--- config.mk ---
export PLATFORM = sky130hd
export DESIGN_NAME = match_sort_dedup_cap_top
export DESIGN_NICKNAME = d
export VERILOG_FILES = /design/src/sv/msdc_pkg.sv /design/src/sv/msdc_store.sv /design/src/sv/msdc_cmp.sv /design/src/sv/match_sort_dedup_cap_top.sv
export SDC_FILE = /design/constraint.sdc
export NUM_CORES = 2
export LEC_CHECK = 0
export BUFFER_PORTS_ARGS = -buffer_cell sky130_fd_sc_hd__buf_2
export CAP_MARGIN = 5
export CELL_PAD_IN_SITES_DETAIL_PLACEMENT = 0
export CELL_PAD_IN_SITES_GLOBAL_PLACEMENT = 1
export CORE_MARGIN = 2
export CORE_UTILIZATION = 45
export CTS_BUF_LIST = sky130_fd_sc_hd__clkbuf_4 sky130_fd_sc_hd__clkbuf_8
export DETAILED_ROUTE_END_ITERATION = 12
export PLACE_DENSITY_LB_ADDON = 0.1
export SYNTH_ARGS = -nofsm -noshare
export SYNTH_HDL_FRONTEND = slang
export SYNTH_MEMORY_MAX_BITS = 65536
export SYNTH_SLANG_ARGS = --single-unit
--- constraint.sdc ---
create_clock -name clk -period 8.75 [get_ports clk]
set_input_delay 1.3125 -clock clk [delete_from_list [all_inputs] [get_ports clk]]
set_output_delay 1.3125 -clock clk [all_outputs]
set_load 0.03 [all_outputs]
--- src/sv/msdc_pkg.sv ---
// msdc_pkg: shared constants and types for the match sort/dedup block.
// No dependencies; used by msdc_store, msdc_cmp and match_sort_dedup_cap_top.
package msdc_pkg;

  localparam int unsigned DEPTH = 64;                  // entries in the match store
  localparam int unsigned AW    = $clog2(DEPTH);       // store address width
  localparam int unsigned CW    = $clog2(DEPTH + 1);   // count width, holds DEPTH itself
  localparam int unsigned MAXW  = 16;                  // max_matches register width

  // Sort key; field order gives contig, then position, then strand priority
  typedef struct packed {
    logic [31:0] contig;
    logic [31:0] position;
    logic [7:0]  strand;
  } key_t;

  localparam int unsigned KW = $bits(key_t);

  // Comparator result: a < b, a > b
  typedef struct packed {
    logic lt;
    logic gt;
  } cmp_res_t;

endpackage

--- src/sv/msdc_store.sv ---
// msdc_store: match store, one write port and one registered read port.
// Depends on msdc_pkg.
module msdc_store (
  input  logic                 clk,
  input  logic                 wr_en,
  input  logic [msdc_pkg::AW-1:0] wr_addr,
  input  msdc_pkg::key_t       wr_data,
  input  logic                 rd_en,
  input  logic [msdc_pkg::AW-1:0] rd_addr,
  output msdc_pkg::key_t       rd_data
);

  msdc_pkg::key_t mem [msdc_pkg::DEPTH];

  always_ff @(posedge clk) begin
    if (wr_en) begin
      mem[wr_addr] <= wr_data;
    end
  end

  // read data holds between reads
  always_ff @(posedge clk) begin
    if (rd_en) begin
      rd_data <= mem[rd_addr];
    end
  end

endmodule

--- src/sv/msdc_cmp.sv ---
// msdc_cmp: shared unsigned key comparator.
// Depends on msdc_pkg.
module msdc_cmp (
  input  msdc_pkg::key_t     a,
  input  msdc_pkg::key_t     b,
  output msdc_pkg::cmp_res_t res
);

  logic [msdc_pkg::KW-1:0] av;
  logic [msdc_pkg::KW-1:0] bv;

  assign av     = a;
  assign bv     = b;
  assign res.lt = av < bv;
  assign res.gt = av > bv;

endmodule

--- src/sv/match_sort_dedup_cap_top.sv ---
// match_sort_dedup_cap_top: loads one read's matches, then sorts, dedups and caps them.
// Depends on msdc_pkg, msdc_store, msdc_cmp.
//
// Usage:
//   Input channel (in_valid/in_ready): one request per match, in_last_in on the
//   final request of a set. A request with in_entry_present low carries no match.
//   in_ready is high only while loading, so requests can be taken back to back.
//   On the last request the block picks unique matches in ascending key order by
//   repeated minimum search: each pass reads every stored entry once (read,
//   compare with previous key, compare with current best) through the single
//   comparator, then closes the pass. With u unique keys, counting takes u+1
//   passes and output u passes; a set over the limit stops after max_matches+1
//   counting passes. Overflow or empty sets answer with a single empty result
//   straight from the judge step.
//   Output channel (out_valid/out_ready): results sit in an output register;
//   a stalled receiver holds the sequencer only when a further result is ready.
//   The final result of a set may wait while the next set loads.
//   cfg_wr_en/cfg_wr_data write max_matches (reset 64); write only while idle.
//   Reset (rst_n low, synchronous) empties the store and drops pending results.
module match_sort_dedup_cap_top (
  input  logic        clk,
  input  logic        rst_n,
  // configuration
  input  logic        cfg_wr_en,
  input  logic [15:0] cfg_wr_data,
  // input requests
  input  logic        in_valid,
  output logic        in_ready,
  input  logic        in_entry_present,
  input  logic [31:0] in_contig,
  input  logic [31:0] in_position,
  input  logic [7:0]  in_strand,
  input  logic        in_prior_overflow,
  input  logic        in_last_in,
  // results
  output logic        out_valid,
  input  logic        out_ready,
  output logic        out_has_match,
  output logic [31:0] out_contig,
  output logic [31:0] out_position,
  output logic [7:0]  out_strand,
  output logic        out_overflow,
  output logic        out_last_out
);

  localparam int unsigned AW   = msdc_pkg::AW;
  localparam int unsigned CW   = msdc_pkg::CW;
  localparam int unsigned MAXW = msdc_pkg::MAXW;

  // sequencer states
  localparam logic [2:0] S_LOAD  = 3'd0;  // taking requests
  localparam logic [2:0] S_JUDGE = 3'd1;  // set closed, decide path
  localparam logic [2:0] S_RD    = 3'd2;  // issue store read
  localparam logic [2:0] S_CPA   = 3'd3;  // compare entry against previous key
  localparam logic [2:0] S_CPB   = 3'd4;  // compare entry against current best
  localparam logic [2:0] S_PEND  = 3'd5;  // pass done: count or emit

  localparam logic PH_COUNT = 1'b0;
  localparam logic PH_EMIT  = 1'b1;

  logic [2:0]      state_r, state_nxt;
  logic            phase_r, phase_nxt;
  logic [CW-1:0]   cnt_r, cnt_nxt;
  logic            ovf_r, ovf_nxt;
  logic [MAXW-1:0] max_r;
  logic [AW-1:0]   idx_r, idx_nxt;
  logic [CW-1:0]   uniq_r, uniq_nxt;
  logic [CW-1:0]   emit_r, emit_nxt;
  logic            prev_vld_r, prev_vld_nxt;
  logic            best_vld_r, best_vld_nxt;
  logic            cand_r, cand_nxt;
  msdc_pkg::key_t  prev_r, prev_nxt;
  msdc_pkg::key_t  best_r, best_nxt;

  logic            out_valid_r, out_valid_nxt;
  logic            out_has_r, out_has_nxt;
  msdc_pkg::key_t  out_key_r, out_key_nxt;
  logic            out_ovf_r, out_ovf_nxt;
  logic            out_last_r, out_last_nxt;

  logic            in_fire;
  logic            out_free;
  logic            wr_en;
  logic            rd_en;
  msdc_pkg::key_t  in_key;
  msdc_pkg::key_t  rd_key;
  msdc_pkg::key_t  cmp_b;
  msdc_pkg::cmp_res_t cmp_res;
  logic [CW-1:0]   idx_inc;
  logic [MAXW:0]   uniq_inc;

  assign in_ready = (state_r == S_LOAD);
  assign in_fire  = in_valid && in_ready;
  assign out_free = !out_valid_r || out_ready;

  assign in_key.contig   = in_contig;
  assign in_key.position = in_position;
  assign in_key.strand   = in_strand;

  // drop matches once the store is full
  assign wr_en = in_fire && in_entry_present && (cnt_r < CW'(msdc_pkg::DEPTH));

  msdc_store u_store (
    .clk     (clk),
    .wr_en   (wr_en),
    .wr_addr (cnt_r[AW-1:0]),
    .wr_data (in_key),
    .rd_en   (rd_en),
    .rd_addr (idx_r),
    .rd_data (rd_key)
  );

  // one comparator, operand b chosen by sequencer step
  assign cmp_b = (state_r == S_CPA) ? prev_r : best_r;

  msdc_cmp u_cmp (
    .a   (rd_key),
    .b   (cmp_b),
    .res (cmp_res)
  );

  assign idx_inc  = CW'(idx_r) + CW'(1);
  assign uniq_inc = (MAXW + 1)'(uniq_r) + (MAXW + 1)'(1);

  always_comb begin
    state_nxt     = state_r;
    phase_nxt     = phase_r;
    cnt_nxt       = cnt_r;
    ovf_nxt       = ovf_r;
    idx_nxt       = idx_r;
    uniq_nxt      = uniq_r;
    emit_nxt      = emit_r;
    prev_vld_nxt  = prev_vld_r;
    best_vld_nxt  = best_vld_r;
    cand_nxt      = cand_r;
    prev_nxt      = prev_r;
    best_nxt      = best_r;
    rd_en         = 1'b0;
    out_valid_nxt = out_valid_r && !out_ready;
    out_has_nxt   = out_has_r;
    out_key_nxt   = out_key_r;
    out_ovf_nxt   = out_ovf_r;
    out_last_nxt  = out_last_r;

    unique case (state_r)
      S_LOAD: begin
        if (in_fire) begin
          if (in_prior_overflow) begin
            ovf_nxt = 1'b1;
          end
          if (in_entry_present) begin
            if (wr_en) begin
              cnt_nxt = cnt_r + CW'(1);
            end else begin
              ovf_nxt = 1'b1;
            end
          end
          if (in_last_in) begin
            state_nxt = S_JUDGE;
          end
        end
      end

      S_JUDGE: begin
        if (ovf_r || (cnt_r == '0)) begin
          // overflow or empty set: single empty result
          if (out_free) begin
            out_valid_nxt = 1'b1;
            out_has_nxt   = 1'b0;
            out_key_nxt   = '0;
            out_ovf_nxt   = ovf_r;
            out_last_nxt  = 1'b1;
            cnt_nxt       = '0;
            ovf_nxt       = 1'b0;
            state_nxt     = S_LOAD;
          end
        end else begin
          phase_nxt    = PH_COUNT;
          uniq_nxt     = '0;
          prev_vld_nxt = 1'b0;
          best_vld_nxt = 1'b0;
          idx_nxt      = '0;
          state_nxt    = S_RD;
        end
      end

      S_RD: begin
        rd_en     = 1'b1;
        state_nxt = S_CPA;
      end

      S_CPA: begin
        // entry qualifies only if strictly above the last selected key
        cand_nxt  = !prev_vld_r || cmp_res.gt;
        state_nxt = S_CPB;
      end

      S_CPB: begin
        if (cand_r && (!best_vld_r || cmp_res.lt)) begin
          best_nxt     = rd_key;
          best_vld_nxt = 1'b1;
        end
        if (idx_inc == cnt_r) begin
          state_nxt = S_PEND;
        end else begin
          idx_nxt   = idx_r + AW'(1);
          state_nxt = S_RD;
        end
      end

      S_PEND: begin
        if (phase_r == PH_COUNT) begin
          if (!best_vld_r) begin
            // all unique keys counted and within limit: start emitting
            phase_nxt    = PH_EMIT;
            emit_nxt     = '0;
            prev_vld_nxt = 1'b0;
            idx_nxt      = '0;
            state_nxt    = S_RD;
          end else if (uniq_inc > {1'b0, max_r}) begin
            // over the limit: stop counting, empty overflow result
            if (out_free) begin
              out_valid_nxt = 1'b1;
              out_has_nxt   = 1'b0;
              out_key_nxt   = '0;
              out_ovf_nxt   = 1'b1;
              out_last_nxt  = 1'b1;
              cnt_nxt       = '0;
              ovf_nxt       = 1'b0;
              state_nxt     = S_LOAD;
            end
          end else begin
            uniq_nxt     = uniq_r + CW'(1);
            prev_nxt     = best_r;
            prev_vld_nxt = 1'b1;
            best_vld_nxt = 1'b0;
            idx_nxt      = '0;
            state_nxt    = S_RD;
          end
        end else begin
          if (out_free) begin
            out_valid_nxt = 1'b1;
            out_has_nxt   = 1'b1;
            out_key_nxt   = best_r;
            out_ovf_nxt   = 1'b0;
            out_last_nxt  = (emit_r + CW'(1)) == uniq_r;
            if ((emit_r + CW'(1)) == uniq_r) begin
              cnt_nxt   = '0;
              ovf_nxt   = 1'b0;
              state_nxt = S_LOAD;
            end else begin
              emit_nxt     = emit_r + CW'(1);
              prev_nxt     = best_r;
              prev_vld_nxt = 1'b1;
              best_vld_nxt = 1'b0;
              idx_nxt      = '0;
              state_nxt    = S_RD;
            end
          end
        end
      end

      default: begin
        state_nxt = S_LOAD;
      end
    endcase
  end

  // control state
  always_ff @(posedge clk) begin
    if (!rst_n) begin
      state_r     <= S_LOAD;
      phase_r     <= PH_COUNT;
      cnt_r       <= '0;
      ovf_r       <= 1'b0;
      max_r       <= MAXW'(64);
      idx_r       <= '0;
      uniq_r      <= '0;
      emit_r      <= '0;
      prev_vld_r  <= 1'b0;
      best_vld_r  <= 1'b0;
      cand_r      <= 1'b0;
      out_valid_r <= 1'b0;
    end else begin
      state_r     <= state_nxt;
      phase_r     <= phase_nxt;
      cnt_r       <= cnt_nxt;
      ovf_r       <= ovf_nxt;
      idx_r       <= idx_nxt;
      uniq_r      <= uniq_nxt;
      emit_r      <= emit_nxt;
      prev_vld_r  <= prev_vld_nxt;
      best_vld_r  <= best_vld_nxt;
      cand_r      <= cand_nxt;
      out_valid_r <= out_valid_nxt;
      if (cfg_wr_en) begin
        max_r <= cfg_wr_data;
      end
    end
  end

  // payload
  always_ff @(posedge clk) begin
    prev_r     <= prev_nxt;
    best_r     <= best_nxt;
    out_has_r  <= out_has_nxt;
    out_key_r  <= out_key_nxt;
    out_ovf_r  <= out_ovf_nxt;
    out_last_r <= out_last_nxt;
  end

  assign out_valid     = out_valid_r;
  assign out_has_match = out_has_r;
  assign out_contig    = out_key_r.contig;
  assign out_position  = out_key_r.position;
  assign out_strand    = out_key_r.strand;
  assign out_overflow  = out_ovf_r;
  assign out_last_out  = out_last_r;

endmodule

Yosys cells after proc, flatten, opt, wreduce, memory -nomap -nowiden
Memory sizes are Yosys's and may differ from the RTL's. A register that Yosys moved wholly into a read port is not among the register bits.
Cells that the tools add are included.
Widths: inputs -> output; s select.
{ "op_classes": {"muxes": 111, "reduce_logical": 32, "n_eq_ne": 30, "order_cmp": 4, "n_addsub": 6} }
{ "ops": {"columns": ["cell", "n"], "rows": [
  ["$mux 72", 12],
  ["$pmux 72 s2", 1],
  ["$mux 7", 18],
  ["$gt 72x72->1", 1],
  ["$lt 72x72->1", 1],
  ["$mux 1", 51],
  ["$mux 6", 7],
  ["$mux 3", 9],
  ["$reduce_and 5->1", 5],
  ["$ne 2x2->1 const B", 12],
  ["$add 7x1->7 const B", 3],
  ["$pmux 7 s3", 1],
  ["$pmux 3 s6", 1],
  ["$pmux 6 s3", 1],
  ["$gt 8x16->1", 1],
  ["$ne 3x3->1 const B", 5],
  ["$eq 7x7->1", 2],
  ["$pmux 7 s2", 1],
  ["$pmux 1 s2", 6],
  ["$reduce_and 6->1", 2],
  ["$ne 2x1->1 const B", 5],
  ["$reduce_and 9->1", 1],
  ["$add 7x1->8 const B", 1],
  ["$add 6x1->7 const B", 1],
  ["other kinds (19)", 35]
]} }
{ "totals": {"inputBits": 96, "ram_bits": 4608, "wordCells": 208, "memories": 1, "regBits": 271, "output_inout_bits": 77} }
{ "memory_table": {"columns": ["memory", "depth", "width", "rd", "rd_clocked_by_memory_dff", "wr", "line", "text"], "rows": [
  ["u_store.mem", 64, 72, 1, 1, 1, "msdc_store.sv:13", "msdc_pkg::key_t mem [msdc_pkg::DEPTH];"]
]} }

Longest topological paths before layout
{ "logic_depth": {"depth_word": 8, "mapped_depth": 14, "ltp_nobuf": 12} }

Hierarchy
A second synthesis with hierarchy kept.
{ "hier_totals": {"cells_unflattened": 8838, "hier_area_um2": 190549.0} }
{ "by_module_without_submodules": {"columns": ["module", "area_each_um2", "cells_per_inst", "instances", "seq_area_each_um2"], "rows": [
  ["msdc_store", 176954.7, 7627, 1, 140534.8],
  ["match_sort_dedup_cap_top", 11725.0, 949, 1, 7617.3],
  ["msdc_cmp", 1869.3, 262, 1, 0.0]
]} }

Worst setup path after synthesis
No wires, ideal clock.
{ "synth_timing": {"kind": "register to register", "start": "reg state_r[0]", "end": "reg best_r[0] (netlist bit) (enable)", "path_stages_with_launch": 14, "arrival_ps": 6472, "setup_slack_ps": 1752, "setup_ps": 526, "period_less_slack_ps": 6998, "n_path_buf": 3, "required_ps": 8224, "cell_sequence": "dfxtp_1 clkbuf_1 and3b_1 clkbuf_1 buf_1 mux2i_1 ha_1 a21o_1 a21o_1 a221oi_1 o21ai_0 a21oi_1 o221ai_1 a21oi_1"} }
{ "synth_between": {"elab_chain_len": 6, "elab_cells_between_ends": 7, "classes_between": "order compare: 1; eq/ne: 2; mux: 1; reduce/logical: 3"} }
{ "synth_rtl": {"columns": ["element", "line", "text"], "rows": [
  ["start, declared", "match_sort_dedup_cap_top.sv:61", "logic [2:0] state_r, state_nxt;"],
  ["start signal, assigned", "match_sort_dedup_cap_top.sv:285", "state_r <= state_nxt;"],
  ["$eq 3x2->1", "match_sort_dedup_cap_top.sv:114", "assign cmp_b = (state_r == S_CPA) ? prev_r : best_r;"],
  ["$mux 72", "match_sort_dedup_cap_top.sv:114", null],
  ["$lt 72x72->1", "msdc_cmp.sv:14", "assign res.lt = av < bv;"],
  ["$logic_or 1x1->1", "match_sort_dedup_cap_top.sv:199", "if (cand_r && (!best_vld_r || cmp_res.lt)) begin"],
  ["$logic_and 1x1->1", "match_sort_dedup_cap_top.sv:199", null],
  ["$reduce_and 2->1 (no line) *", null, null],
  ["end signal, assigned", "match_sort_dedup_cap_top.sv:305", "best_r <= best_nxt;"],
  ["end, declared", "match_sort_dedup_cap_top.sv:73", "msdc_pkg::key_t best_r, best_nxt;"]
]} }
Mark *: on every way between the ends. The rest lies on a longest branch, timed or not.
A chain may end at the register's enable or synchronous reset.

Worst setup path after layout
{ "layout_timing": {"start": "reg state_r[0]", "end": "reg best_r[15] (netlist bit) (enable)"} }
The elaborated chain is that of the path after synthesis.

==> impl_metrics.env <==
export IMPL_cp_end_kind="register"
export IMPL_synth_distinct_cells=61
export IMPL_final_net_count=8748
export IMPL_cts_resized_gates=0
export IMPL_h_tree_depth=6
export IMPL_fin_total_pwr_uw=46300
export IMPL_antenna_found_initial=48
export IMPL_leakagePower_uw=0.0646
export IMPL_start_util=0.451
export IMPL_hold_buffers=0
export IMPL_numCtsBuffers=800
export IMPL_finalHoldViolations=0
export IMPL_synth_ff_type="edfxtp_1"
export IMPL_syn_nets=7951
export IMPL_dp_hpwl_um=293000
export IMPL_min_path_type="in2reg"
export IMPL_drive_gt1_frac=0.349
export IMPL_syn_area_per_cell_um2=24.4
export IMPL_gp_congestion=0.801
export IMPL_required_ps=9600
export IMPL_fmax_ghz=0.186
export IMPL_ant_nets=0
export IMPL_grt_usage=0.253
export IMPL_avgRoutedWirePerCell_um=36.7
export IMPL_via_count=90668
export IMPL_period_share=0.616
export IMPL_wl_met2_um=268000
export IMPL_synth_seq_cells=4951
export IMPL_synthCells=7770
export IMPL_drc=0
export IMPL_grt_pass1_wl_um=749000
export IMPL_die_area_um2=426000
export IMPL_grt_max_degree=147
export IMPL_p_per_area_nw_per_um2=217
export IMPL_wirelength_um=541000
export IMPL_status="complete, no violations"
export IMPL_ys_seq_area_frac=0.782
export IMPL_io_buffer_count=172
export IMPL_cts_buffer_depth=4
export IMPL_drv_cap=0
export IMPL_layout_cells_most_common_list="4,899 x edfxtp_1, 1,512 x mux4_2, 826 x clkbuf_8, 274 x clkbuf_4, 216 x clkinv_1"
export IMPL_cts_setup_buffers=0
export IMPL_rsz0062_at_grt="no"
export IMPL_clk_root_buffer_cell="clkbuf_8"
export IMPL_worstSkewPairLatency_ps=1290
export IMPL_drt_initial_drc_count=10361
export IMPL_yosysWarnings=0
export IMPL_setup_viol=0
export IMPL_wl_met3_um=35200
export IMPL_tightest_slew_ps=1370
export IMPL_final_setup_skew_ps=72.0
export IMPL_synth_edff_count=4899
export IMPL_die_w_um=653
export IMPL_mostFrequentLayoutCell="edfxtp_1"
export IMPL_top_layer="met5"
export IMPL_cp_arrival_ps=6240
export IMPL_cts_tree="yes"
export IMPL_slew_headroom=0.0880
export IMPL_grt_pass1_vias=92785
export IMPL_clk_pin_slew_ps=60
export IMPL_multi_input_area_um2=40100
export IMPL_wl_met1_um=223000
export IMPL_slew_viol_final=0
export IMPL_area_delta_synth_final_pct=12.9
export IMPL_placementRows=238
export IMPL_crit_path_start_kind="register"
export IMPL_min_period_ps=5390
export IMPL_die_h_um=653
export IMPL_dr_pass1_iters=6
export IMPL_viasPerCell=6.15
export IMPL_n_fill_cell=32756
export IMPL_synthesis_area_um2=189000
export IMPL_async_flop_share=0
export IMPL_fin_setup_tns_ps=0
export IMPL_critical_path_class="reg2reg"
export IMPL_grt_overflow=0
export IMPL_ir_worst_vdd_v=0.000151
export IMPL_ff_latch_area_um2=148000
export IMPL_cp_max_fo=72
export IMPL_cts_sinks=4951
export IMPL_core_um2=420000
export IMPL_ios=173
-- worst max-delay path, stage by stage, from the launching register on --
cell      delay, ps
dfxtp_1         550
and3b_4         320
buf_4           620
mux2i_1         280
ha_1            290
a21oi_1         150
o21ai_0         100
a221oi_1        270
o21ai_0         180
a21oi_1         570
o221ai_1        380
a21oi_4         210
buf_4           890
-- area by class of cell --
type | instances | share of cell area
well taps | 5520 | 0.0323
repair buffers | 399 | 0.0146
diodes | 12 | 0.000140
clock inverters | 334 | 0.00925
clock buffers | 1100 | 0.0628
multi-input cells | 2395 | 0.188
inverters | 20 | 0.000351
flip-flops and latches | 4951 | 0.693
-- cell families after synthesis --
group	count (synthesis)	share of synthesized area
flops	4951	0.782
mux	1602	0.185
simple gates	543	0.0129
buf+inv	424	0.00905
compound gates	147	0.00495
fa+ha+maj	85	0.00561
xor+xnor	18	0.000832
-- per-layer routing --
metal,vias to the layer above,track usage
met3,776,0.0373
met4,12,0.0656
met1,50698,0.358
li1,35409,-
met5,-,0
met2,3773,0.415
-- Yosys cell counts, drive strengths merged (2+ instances only) --
| library cell | count | area (µm²) |
|---|---|---|
| a221oi | 5 | 43.8 |
| a21oi | 49 | 245 |
| or2 | 5 | 31.3 |
| o21a | 2 | 15.0 |
| nor2 | 120 | 450 |
| a211oi | 7 | 52.6 |
| a21boi | 2 | 15.0 |
| inv | 19 | 71.3 |
| nand3 | 113 | 566 |
| buf | 160 | 723 |
| o21ai | 30 | 150 |
| a311oi | 3 | 26.3 |
| and4 | 5 | 43.8 |
| nand2 | 206 | 773 |
| nor4 | 7 | 43.8 |
| mux4 | 1512 | 34100 |
| or3 | 2 | 12.5 |
| o31ai | 2 | 15.0 |
| and3 | 7 | 43.8 |
| nor3 | 21 | 105 |
| nand4 | 23 | 144 |
| dfxtp | 52 | 1040 |
| a31oi | 6 | 37.5 |
| and2 | 10 | 62.6 |
| o2bb2ai | 2 | 17.5 |
| edfxtp | 4899 | 147000 |
| clkbuf | 244 | 916 |
| a41oi | 2 | 17.5 |
| xnor2 | 13 | 114 |
| nand2b | 6 | 37.5 |
| a22oi | 2 | 15.0 |
| o211ai | 7 | 52.6 |
| a211o | 4 | 35.0 |
| nor2b | 10 | 62.6 |
| a21o | 7 | 52.6 |
| nand3b | 3 | 22.5 |
| xor2 | 5 | 43.8 |
| mux2i | 90 | 901 |
| ha | 85 | 1060 |
| o22ai | 4 | 25.0 |
-- power by group --
part	switching (µW)	internal (µW)	total, µW
registers	53.3	26100	26200
clock network	9220	10200	19400
logic	560	135	696
-- flip-flops by register name, summed over array words and instances, names as in the netlist --
register	count
idx_r	6
out_strand	8
prev_vld_r	1
cnt_r	7
u_store.mem	4608
ovf_r	1
out_overflow	1
prev_r	72
max_r	16
out_position	32
u_store.rd_data	72
best_vld_r	1
uniq_r	7
cand_r	1
phase_r	1
out_contig	32
out_has_match	1
out_valid	1
out_last_out	1
emit_r	7
best_r	72
state_r	3
-- final timing paths --
check                                    start         end  slack (ps)  cells after the start
worst max-delay path                state_r[0]  best_r[15]        3360                     12
worst min-delay path            cfg_wr_data[6]    max_r[6]         290                      3
worst max register to register      state_r[0]  best_r[15]        3360                     12
worst min register to register      best_r[26]  prev_r[26]         450                      0
-- per-stage QoR --
stage / hold slack (ps) / utilization / setup slack [ps] / instance area (µm²) / instances
global placement: 432 / 0.473 / 3480 / 198000 / 13285
detailed placement: 450 / 0.473 / 3480 / 198000 / 13285
global route: 216 / 0.510 / 3190 / 214000 / 14724
finish: 292 / 0.510 / 3360 / 214000 / 14731
CTS: 157 / 0.509 / 3460 / 214000 / 14719
floorplan: 426 / - / 1750 / 189000 / 7770
No activity file was read; power rests on OpenSTA's default activity.
